`src/design/priority_arrival_thread_scheduler_macros.svh`:
```
// ----------------------------------------------------------------------------
// Assertion macros for the priority arrival thread scheduler
// Concurrent checks; they compile away when SYNTHESIS is defined.
// ----------------------------------------------------------------------------
`ifndef PRIORITY_ARRIVAL_THREAD_SCHEDULER_MACROS_SVH
`define PRIORITY_ARRIVAL_THREAD_SCHEDULER_MACROS_SVH

`ifndef SYNTHESIS
// Check a property on a named clock and active-low reset.
`define PATS_ASSERT_CLK(lbl, clk, rstn, prop, msg) \
    lbl: assert property (@(posedge clk) disable iff (!rstn) prop) else $error(msg);
// Check a property on the block clock and reset.
`define PATS_ASSERT(lbl, prop, msg) `PATS_ASSERT_CLK(lbl, aclk, aresetn, prop, msg)
`else
`define PATS_ASSERT_CLK(lbl, clk, rstn, prop, msg)
`define PATS_ASSERT(lbl, prop, msg)
`endif

`endif

```
`src/design/pats_pkg.sv`:
```
// ----------------------------------------------------------------------------
// pats_pkg
// Shared types and codes of the priority arrival thread scheduler.
// ----------------------------------------------------------------------------
package pats_pkg;

    // Item modes
    localparam logic [1:0] MODE_CREATE = 2'd0;
    localparam logic [1:0] MODE_SCHED  = 2'd1;
    localparam logic [1:0] MODE_FINISH = 2'd2;
    localparam logic [1:0] MODE_NOP    = 2'd3;

    // Result status codes
    localparam logic [1:0] RES_OK      = 2'd0;
    localparam logic [1:0] RES_FULL    = 2'd1;
    localparam logic [1:0] RES_NO_ELIG = 2'd2;

    // Slot status codes
    localparam logic [1:0] ST_FREE     = 2'd0;
    localparam logic [1:0] ST_RUNNING  = 2'd1;
    localparam logic [1:0] ST_RUNNABLE = 2'd2;

    // Fixed result field widths
    localparam int OUT_SLOT_W = 3;
    localparam int OUT_TIME_W = 16;

    typedef struct packed {
        logic [1:0]  mode;
        logic [7:0]  priority_req;
        logic [15:0] arrival_time;
        logic [15:0] run_length;
    } in_t;

    typedef struct packed {
        logic [1:0]            status;
        logic [OUT_SLOT_W-1:0] slot;
        logic                  switched;
        logic [OUT_TIME_W-1:0] time_now;
        logic                  all_free;
    } out_t;

    // Controller to datapath commands
    typedef struct packed {
        logic capture;
        logic create;
        logic nop;
        logic fin_read;
        logic fin_apply;
        logic scan_start;
        logic scan_issue;
        logic select;
        logic load_out;
    } cmd_t;

    // Datapath to controller status
    typedef struct packed {
        logic [1:0] mode;
        logic       scan_last;
    } sts_t;

endpackage

```
`src/design/pats_ram.sv`:
```
// ----------------------------------------------------------------------------
// pats_ram
// Generic single-write, single-read RAM with registered read data.
// ----------------------------------------------------------------------------
module pats_ram #(
    parameter int WIDTH = 8,
    parameter int DEPTH = 8
) (
    input  logic                     aclk,
    input  logic                     wr_en,
    input  logic [$clog2(DEPTH)-1:0] wr_addr,
    input  logic [WIDTH-1:0]         wr_data,
    input  logic                     rd_en,
    input  logic [$clog2(DEPTH)-1:0] rd_addr,
    output logic [WIDTH-1:0]         rd_data
);

    logic [WIDTH-1:0] mem [DEPTH];
    logic [WIDTH-1:0] rd_data_reg;

    always_ff @(posedge aclk) begin
        if (wr_en) begin
            mem[wr_addr] <= wr_data;
        end
        if (rd_en) begin
            rd_data_reg <= mem[rd_addr];
        end
    end

    assign rd_data = rd_data_reg;

endmodule

```
`src/design/pats_ctrl.sv`:
```
// ----------------------------------------------------------------------------
// pats_ctrl
// Sequencer of the scheduler: dispatch, finish, slot scan, result hand-off.
// ----------------------------------------------------------------------------
`include "priority_arrival_thread_scheduler_macros.svh"

module pats_ctrl (
    input  logic           aclk,
    input  logic           aresetn,
    input  logic           s_valid,
    output logic           s_ready,
    output logic           m_valid,
    input  logic           m_ready,
    output pats_pkg::cmd_t cmd,
    input  pats_pkg::sts_t sts
);
    import pats_pkg::*;

    localparam logic [2:0] S_IDLE      = 3'd0;
    localparam logic [2:0] S_DISPATCH  = 3'd1;
    localparam logic [2:0] S_FIN_APPLY = 3'd2;
    localparam logic [2:0] S_SCAN      = 3'd3;
    localparam logic [2:0] S_DRAIN     = 3'd4;
    localparam logic [2:0] S_SELECT    = 3'd5;
    localparam logic [2:0] S_RESULT    = 3'd6;

    logic [2:0] state_reg, state_next;
    logic       m_valid_reg, m_valid_next;
    logic       out_free;

    assign out_free = !m_valid_reg || m_ready;
    assign s_ready  = (state_reg == S_IDLE);
    assign m_valid  = m_valid_reg;

    always_comb begin
        state_next = state_reg;
        cmd        = '0;
        unique case (state_reg)
            S_IDLE: begin
                if (s_valid) begin
                    cmd.capture = 1'b1;
                    state_next  = S_DISPATCH;
                end
            end
            S_DISPATCH: begin
                unique case (sts.mode)
                    MODE_CREATE: begin
                        cmd.create = 1'b1;
                        state_next = S_RESULT;
                    end
                    MODE_SCHED: begin
                        cmd.scan_start = 1'b1;
                        state_next     = S_SCAN;
                    end
                    MODE_FINISH: begin
                        cmd.fin_read = 1'b1;
                        state_next   = S_FIN_APPLY;
                    end
                    MODE_NOP: begin
                        cmd.nop    = 1'b1;
                        state_next = S_RESULT;
                    end
                    default: state_next = S_RESULT;
                endcase
            end
            S_FIN_APPLY: begin
                cmd.fin_apply  = 1'b1;
                cmd.scan_start = 1'b1;
                state_next     = S_SCAN;
            end
            S_SCAN: begin
                cmd.scan_issue = 1'b1;
                if (sts.scan_last) begin
                    state_next = S_DRAIN;
                end
            end
            S_DRAIN: begin
                state_next = S_SELECT;
            end
            S_SELECT: begin
                cmd.select = 1'b1;
                state_next = S_RESULT;
            end
            S_RESULT: begin
                if (out_free) begin
                    cmd.load_out = 1'b1;
                    state_next   = S_IDLE;
                end
            end
            default: state_next = S_IDLE;
        endcase
    end

    always_comb begin
        m_valid_next = m_valid_reg;
        if (m_ready) begin
            m_valid_next = 1'b0;
        end
        if (cmd.load_out) begin
            m_valid_next = 1'b1;
        end
    end

    always_ff @(posedge aclk) begin
        if (!aresetn) begin
            state_reg   <= S_IDLE;
            m_valid_reg <= 1'b0;
        end else begin
            state_reg   <= state_next;
            m_valid_reg <= m_valid_next;
        end
    end

    `PATS_ASSERT(a_one_in_flight, s_valid && s_ready |=> !s_ready, "second beat taken while busy")
    `PATS_ASSERT(a_valid_from_result, $rose(m_valid_reg) |-> $past(state_reg == S_RESULT), "result beat raised outside hand-off")
    `PATS_ASSERT(a_load_needs_room, cmd.load_out |-> out_free, "result loaded over an untaken beat")

endmodule

```
`src/design/pats_dpath.sv`:
```
// ----------------------------------------------------------------------------
// pats_dpath
// Slot table, system time, running slot, scan compare and result register.
// ----------------------------------------------------------------------------
`include "priority_arrival_thread_scheduler_macros.svh"

module pats_dpath #(
    parameter int NUM_SLOTS     = 8,
    parameter int PRIORITY_BITS = 8,
    parameter int TIME_BITS     = 16
) (
    input  logic           aclk,
    input  logic           aresetn,
    input  pats_pkg::cmd_t cmd,
    output pats_pkg::sts_t sts,
    input  pats_pkg::in_t  s_item,
    output pats_pkg::out_t m_item
);
    import pats_pkg::*;

    localparam int SLOT_W  = $clog2(NUM_SLOTS);
    localparam int ENTRY_W = PRIORITY_BITS + 2 * TIME_BITS;

    in_t                      item_reg;
    logic [1:0]               status_reg [NUM_SLOTS];
    logic [NUM_SLOTS-1:0]     vld_reg;
    logic [SLOT_W-1:0]        run_reg;
    logic [TIME_BITS-1:0]     time_reg;

    logic [SLOT_W-1:0]        scan_idx_reg;
    logic                     eval_pend_reg;
    logic [SLOT_W-1:0]        eval_idx_reg;
    logic                     eval_vld_reg;
    logic                     found_reg;
    logic [SLOT_W-1:0]        best_reg;
    logic [PRIORITY_BITS-1:0] best_prio_reg;

    logic [1:0]               res_status_reg;
    logic [SLOT_W-1:0]        res_slot_reg;
    logic                     res_switched_reg;
    out_t                     out_reg;

    logic                     free_found;
    logic [SLOT_W-1:0]        free_idx;
    logic                     all_free;
    logic                     run_running;
    logic                     ram_wr_en;
    logic [ENTRY_W-1:0]       ram_wr_data;
    logic                     ram_rd_en;
    logic [SLOT_W-1:0]        ram_rd_addr;
    logic [ENTRY_W-1:0]       ram_rd_data;
    logic [ENTRY_W-1:0]       entry;
    logic [PRIORITY_BITS-1:0] e_prio;
    logic [TIME_BITS-1:0]     e_arr;
    logic [TIME_BITS-1:0]     e_len;
    logic [TIME_BITS:0]       time_sum;
    logic                     eligible;

    // Lowest free slot and the all-free flag
    always_comb begin
        free_found = 1'b0;
        free_idx   = '0;
        all_free   = 1'b1;
        for (int i = NUM_SLOTS - 1; i >= 0; i--) begin
            if (status_reg[i] == ST_FREE) begin
                free_found = 1'b1;
                free_idx   = SLOT_W'(i);
            end else begin
                all_free = 1'b0;
            end
        end
    end

    assign run_running = (status_reg[run_reg] == ST_RUNNING);

    // Slot table: priority, arrival, length
    assign ram_wr_en   = cmd.create && free_found;
    assign ram_wr_data = {PRIORITY_BITS'(item_reg.priority_req),
                          TIME_BITS'(item_reg.arrival_time),
                          TIME_BITS'(item_reg.run_length)};
    assign ram_rd_en   = cmd.fin_read || cmd.scan_issue;
    assign ram_rd_addr = cmd.fin_read ? run_reg : scan_idx_reg;

    pats_ram #(
        .WIDTH (ENTRY_W),
        .DEPTH (NUM_SLOTS)
    ) u_table (
        .aclk    (aclk),
        .wr_en   (ram_wr_en),
        .wr_addr (free_idx),
        .wr_data (ram_wr_data),
        .rd_en   (ram_rd_en),
        .rd_addr (ram_rd_addr),
        .rd_data (ram_rd_data)
    );

    // An entry never written reads as zero
    assign entry    = eval_vld_reg ? ram_rd_data : '0;
    assign e_prio   = entry[ENTRY_W-1 -: PRIORITY_BITS];
    assign e_arr    = entry[2*TIME_BITS-1 -: TIME_BITS];
    assign e_len    = entry[TIME_BITS-1:0];
    assign time_sum = {1'b0, time_reg} + {1'b0, e_len};
    assign eligible = (status_reg[eval_idx_reg] == ST_RUNNABLE) && (e_arr <= time_reg);

    assign sts.mode      = item_reg.mode;
    assign sts.scan_last = (scan_idx_reg == SLOT_W'(NUM_SLOTS - 1));

    always_ff @(posedge aclk) begin
        if (cmd.capture) begin
            item_reg <= s_item;
        end
        if (cmd.load_out) begin
            out_reg.status   <= res_status_reg;
            out_reg.slot     <= OUT_SLOT_W'(res_slot_reg);
            out_reg.switched <= res_switched_reg;
            out_reg.time_now <= OUT_TIME_W'(time_reg);
            out_reg.all_free <= all_free;
        end
        if (ram_rd_en) begin
            eval_vld_reg <= vld_reg[ram_rd_addr];
            eval_idx_reg <= ram_rd_addr;
        end
    end

    // Table status, running slot and time
    always_ff @(posedge aclk) begin
        if (!aresetn) begin
            for (int i = 0; i < NUM_SLOTS; i++) begin
                status_reg[i] <= (i == 0) ? ST_RUNNING : ST_FREE;
            end
            vld_reg  <= '0;
            run_reg  <= '0;
            time_reg <= '0;
        end else begin
            if (ram_wr_en) begin
                status_reg[free_idx] <= ST_RUNNABLE;
                vld_reg[free_idx]    <= 1'b1;
            end
            if (cmd.fin_apply && run_running) begin
                time_reg            <= time_sum[TIME_BITS] ? '1 : time_sum[TIME_BITS-1:0];
                status_reg[run_reg] <= ST_FREE;
            end
            if (cmd.select && found_reg && (best_reg != run_reg)) begin
                status_reg[best_reg] <= ST_RUNNING;
                run_reg              <= best_reg;
            end
        end
    end

    // Scan: one slot read per cycle, compare in the cycle after the read
    always_ff @(posedge aclk) begin
        if (!aresetn) begin
            scan_idx_reg  <= '0;
            eval_pend_reg <= 1'b0;
            found_reg     <= 1'b0;
            best_reg      <= '0;
            best_prio_reg <= '0;
        end else begin
            eval_pend_reg <= cmd.scan_issue;
            if (cmd.scan_start) begin
                scan_idx_reg  <= '0;
                found_reg     <= 1'b0;
                best_reg      <= '0;
                best_prio_reg <= '0;
            end else begin
                if (cmd.scan_issue) begin
                    scan_idx_reg <= scan_idx_reg + 1'b1;
                end
                if (eval_pend_reg && eligible && (!found_reg || e_prio > best_prio_reg)) begin
                    found_reg     <= 1'b1;
                    best_reg      <= eval_idx_reg;
                    best_prio_reg <= e_prio;
                end
            end
        end
    end

    // Result fields
    always_ff @(posedge aclk) begin
        if (!aresetn) begin
            res_status_reg   <= RES_OK;
            res_slot_reg     <= '0;
            res_switched_reg <= 1'b0;
        end else begin
            if (cmd.create) begin
                res_status_reg   <= free_found ? RES_OK : RES_FULL;
                res_slot_reg     <= free_found ? free_idx : '0;
                res_switched_reg <= 1'b0;
            end
            if (cmd.nop) begin
                res_status_reg   <= RES_OK;
                res_slot_reg     <= run_reg;
                res_switched_reg <= 1'b0;
            end
            if (cmd.select) begin
                res_status_reg   <= found_reg ? RES_OK : RES_NO_ELIG;
                res_slot_reg     <= found_reg ? best_reg : run_reg;
                res_switched_reg <= found_reg && (best_reg != run_reg);
            end
        end
    end

    assign m_item = out_reg;

    `PATS_ASSERT(a_runnable_written,
        eval_pend_reg && (status_reg[eval_idx_reg] == ST_RUNNABLE) |-> eval_vld_reg,
        "runnable slot without a written entry")
    `PATS_ASSERT(a_pick_running,
        cmd.select && found_reg && (best_reg != run_reg) |=> status_reg[run_reg] == ST_RUNNING,
        "chosen slot not marked running")
    `PATS_ASSERT(a_scan_clean, cmd.scan_issue |-> !cmd.fin_apply && !cmd.create, "table changed during scan")

endmodule

```
`src/design/priority_arrival_thread_scheduler.sv`:
```
// ----------------------------------------------------------------------------
// priority_arrival_thread_scheduler
// Non-preemptive priority scheduler over a table of task slots.
// ----------------------------------------------------------------------------
// Input channel s_*: one beat per command (create, schedule, finish then
// schedule, unused mode). Result channel m_*: exactly one beat per
// command beat. One command is worked on at a time. The scan reads one
// slot per cycle through the single read port of the slot table. The next
// command beat can be taken from the cycle after the result is loaded.
// The result sits in an output register, so a new command is taken while an
// earlier result still waits; if the receiver stalls, the finished result
// of the next command holds inside until the register empties.
// Reset (aresetn low, synchronous): slot 0 running, other slots free,
// system time zero, no result pending. Slot table contents need no clearing
// pass: an entry not yet written reads as zero.
// ----------------------------------------------------------------------------
module priority_arrival_thread_scheduler #(
    parameter int NUM_SLOTS     = 8,
    parameter int PRIORITY_BITS = 8,
    parameter int TIME_BITS     = 16
) (
    input  logic           aclk,
    input  logic           aresetn,
    input  logic           s_valid,
    output logic           s_ready,
    input  pats_pkg::in_t  s_item,
    output logic           m_valid,
    input  logic           m_ready,
    output pats_pkg::out_t m_item
);
    import pats_pkg::*;

    // Command and status between sequencer and datapath
    cmd_t cmd;
    sts_t sts;

    // Sequence each command and own both handshakes
    pats_ctrl u_ctrl (
        .aclk    (aclk),
        .aresetn (aresetn),
        .s_valid (s_valid),
        .s_ready (s_ready),
        .m_valid (m_valid),
        .m_ready (m_ready),
        .cmd     (cmd),
        .sts     (sts)
    );

    // Hold the slot table, time and running slot; build the result beat
    pats_dpath #(
        .NUM_SLOTS     (NUM_SLOTS),
        .PRIORITY_BITS (PRIORITY_BITS),
        .TIME_BITS     (TIME_BITS)
    ) u_dpath (
        .aclk    (aclk),
        .aresetn (aresetn),
        .cmd     (cmd),
        .sts     (sts),
        .s_item  (s_item),
        .m_item  (m_item)
    );

endmodule

```
`config.mk`:
```
export PLATFORM = sky130hd
export DESIGN_NAME = priority_arrival_thread_scheduler
export DESIGN_NICKNAME = d
export VERILOG_FILES = /design/src/design/pats_pkg.sv /design/src/design/pats_ram.sv /design/src/design/pats_ctrl.sv /design/src/design/pats_dpath.sv /design/src/design/priority_arrival_thread_scheduler.sv
export VERILOG_INCLUDE_DIRS = /design/src /design/src/design
export SDC_FILE = /design/constraint.sdc
export NUM_CORES = 1
export LEC_CHECK = 0
export ABC_AREA = 0
export BUFFER_PORTS_ARGS = -buffer_cell sky130_fd_sc_hd__buf_4
export CORE_ASPECT_RATIO = 0.8
export CORE_MARGIN = 4
export CORE_UTILIZATION = 60
export DETAILED_ROUTE_END_ITERATION = 10
export PLACE_DENSITY = 0.77
export SLEW_MARGIN = 10
export SYNTH_ARGS = -nofsm -noshare
export SYNTH_HDL_FRONTEND = slang
export SYNTH_SLANG_ARGS = --single-unit
```
`constraint.sdc`:
```
create_clock -name aclk -period 6.74 [get_ports aclk]
set_clock_uncertainty 0.15 [all_clocks]
set_input_delay 0.674 -clock aclk [delete_from_list [all_inputs] [get_ports aclk]]
set_output_delay 0.674 -clock aclk [all_outputs]
set_load 0.02 [all_outputs]
```
==> metrics <==
CTS Buffer Depth=3; CTS tree=done; CTS H-Tree Depth=2; Slew headroom=0.216; setup_tns=0 ps; Least-Margin Pin Slew=1180 ps; critical path arrival=4550 ps; Net Count, Synth=1,786; DP HPWL=24.2 mm; cts hold-fix bufs=0; EDFF count, synth=445; mux contribution to synthesized area=0.0114; Chip Width=216 um; top cells by count, synth=edfxtp_1, nand2_1, nand3_1; synthesized flop and latch total=504; Switch Pwr=1450 uW; crit start category=flop; Reg area=0.0145 mm2; global router's overall resource usage=0.228; Clock transition at path regs=70 ps; path type of the worst min-delay path=in -> reg; Root Driver=clkbuf_16; Leak Pwr=0.00845 uW; Post-Synth XOR/XNOR Area=0.00631; dpl cell area=0.0218 mm2; status=finished, final reports clean; Post-CTS Resized=0; Mapped Cells=1,693; # setup viols final=0; crit-path cells=and2_1 > ha_1 > fa_1 > a21o_1 > a221oi_1 > nor2b_1 > o31ai_1 > nand4_1 > o221a_1; Comb pwr share=0.063; Overall Power=6590 uW; Fmax=0.236 GHz; worst-path maximum fanout=41; sequential element share of the synthesized area=0.699; Util after Layout=0.687; Routed Antenna Nets=0; synth-to-layout area growth=12.1%; Via Count=13,068; VDD IR-drop max=0.000210 V; Initial Util=0.613; final net count=1,835; number of global-route vias before repair=12,568; Syn Area/Cell=12.3 um2; worst-skew pair later-pin latency=570 ps; core area=0.0339 mm2; Synth Area in Compound Gates=0.0566; GRT Residual Overflow=0; final worst-path cycle share=0.630; synth warn=0; Power Dens Cells=283 mW/mm2; Required @ worst endpoint=7040 ps; Setup Buffers After CTS=0; Slew Limit Fails=0; drt total wl=43.8 mm; Final Hold Fails=0; Initial DRC Count=1,354; critical path's slowest cell=edfxtp_1; proportion of layout cells with a drive suffix above 1=0.0984; Worst Setup End Kind=flop; Multi-input gate area=0.00591 mm2; Max Cap Viol=0; Largest register FFs=320; Crit Path Category=reg -> reg; routability cong.=0.913; fin cells=2,244; 1st-pass router iterations=7; Routed wire per std cell=19.5 um; clk sinks=504; Die Span Y=175 um; final instance area=0.0233 mm2; n_diodes=0; internal power=5140 uW; first-pass GRT wire length=68.1 mm; RSZ-0062 raised after global routing=no; Remaining DRCs=0; total CTS buffers=46; top_reg_cell synth=edfxtp_1; Rows=60; Ports=71; most frequent cell after synthesis=edfxtp_1; Port Buffers=70; largest family of logic cells by synthesized area=simple AND/OR/NAND/NOR gates; cell count after placement=2,159; Tmin final=4250 ps; Synth cell types=58; area share of the largest cell type after synthesis=0.642; Mapped Area=0.0208 mm2; pin count of the biggest net entering global routing=166; DR vias/cell=5.82; simple-gate share of the synthesized area=0.176; switching share of power=0.219; ranking of synthesized cells by area=edfxtp_1, nand2_1, dfxtp_1, nand3_1, ha_1; Synth Area in Adders=0.0286; Clock Power Share=0.387; worst stage delay on the critical path=800 ps; Flop pwr share=0.550; Async SR Flop Fraction=0; area leader, netlist=edfxtp_1; # fillers=2,370; die footprint=0.0377 mm2; antenna violations before repair=0
==> worst paths after layout <==
| path | start | end | slack [ps] | cells past startpoint |
|---|---|---|---|---|
| max | u_dpath.eval_vld_reg | u_dpath.time_reg[0] | 2490 | 9 |
| min | s_item[30] | u_dpath.item_reg[30] | 130 | 1 |
| max reg2reg | u_dpath.eval_vld_reg | u_dpath.time_reg[0] | 2490 | 9 |
| min reg2reg | u_dpath.res_slot_reg[0] | u_dpath.m_item[18] | 290 | 0 |
==> layer usage <==
| layer | part of all wire | GRT usage | wire, um |
|---|---|---|---|
| met2 | 0.46 | 0.359 | 20000 |
| met3 | 0.081 | 0.0450 | 3530 |
| met1 | 0.44 | 0.328 | 19200 |
| met4 | 0.026 | 0.0720 | 1140 |
| met5 | 0 | 0 | 0 |
==> stage by stage <==
| step | hold WS [ps] | setup WS, ps |
|---|---|---|
| 6_report | 131 | 2490 |
| 5_1_grt | 111 | 2190 |
| 4_1_cts | 105 | 2540 |
| 3_5_place_dp | 277 | 2620 |
| 3_3_place_gp | 269 | 2760 |
| 2_1_floorplan | 259 | 2220 |
==> area by class of cell <==
cell class              instances  area share
flip-flops and latches        504       0.624
repair buffers                 88      0.0289
clock inverters                23     0.00832
clock buffers                  62      0.0555
inverters                      33     0.00547
well taps                     465      0.0249
multi-input cells            1069       0.253
==> power groups by stage <==
stage	clock network [uW]	logic, uW	registers (uW)
after floorplan	0	291	3640
after global placement	0	396	3680
after detailed placement	0	408	3690
after CTS	2590	412	3620
after global routing	2710	462	3640
final	2550	412	3630
==> cell usage in the layout, fill, tap and decap left out, types with 12 or more instances in the layout <==
cell	count
o221a_1	14
clkinv_1	12
nand3_1	213
and2_1	42
inv_1	31
nand2b_1	13
ha_1	46
nand2_1	398
nor2_1	50
a21oi_1	37
edfxtp_1	445
nor2b_1	29
buf_4	87
clkbuf_16	48
o21ai_1	52
nor3_1	12
mux2i_1	14
dfxtp_1	59
==> critical path, delay by kind of cell (launching register included) <==
family | cells | cell delay, ps
adder cells (fa/ha/maj) | 2 | 700
AND/OR/NAND/NOR | 3 | 1060
flip-flops | 1 | 800
AO/OA/AOI/OAI | 4 | 1410
==> logic make-up (layout without fill, tap and decap cells) <==
logic type | Yosys count | count (layout)
compound gates | 181 | 181
flops | 504 | 504
mux | 20 | 20
fa+ha+maj | 47 | 47
xor+xnor | 15 | 15
simple gates | 806 | 806
buf+inv | 120 | 206
Power figures use the tool's default switching activity.
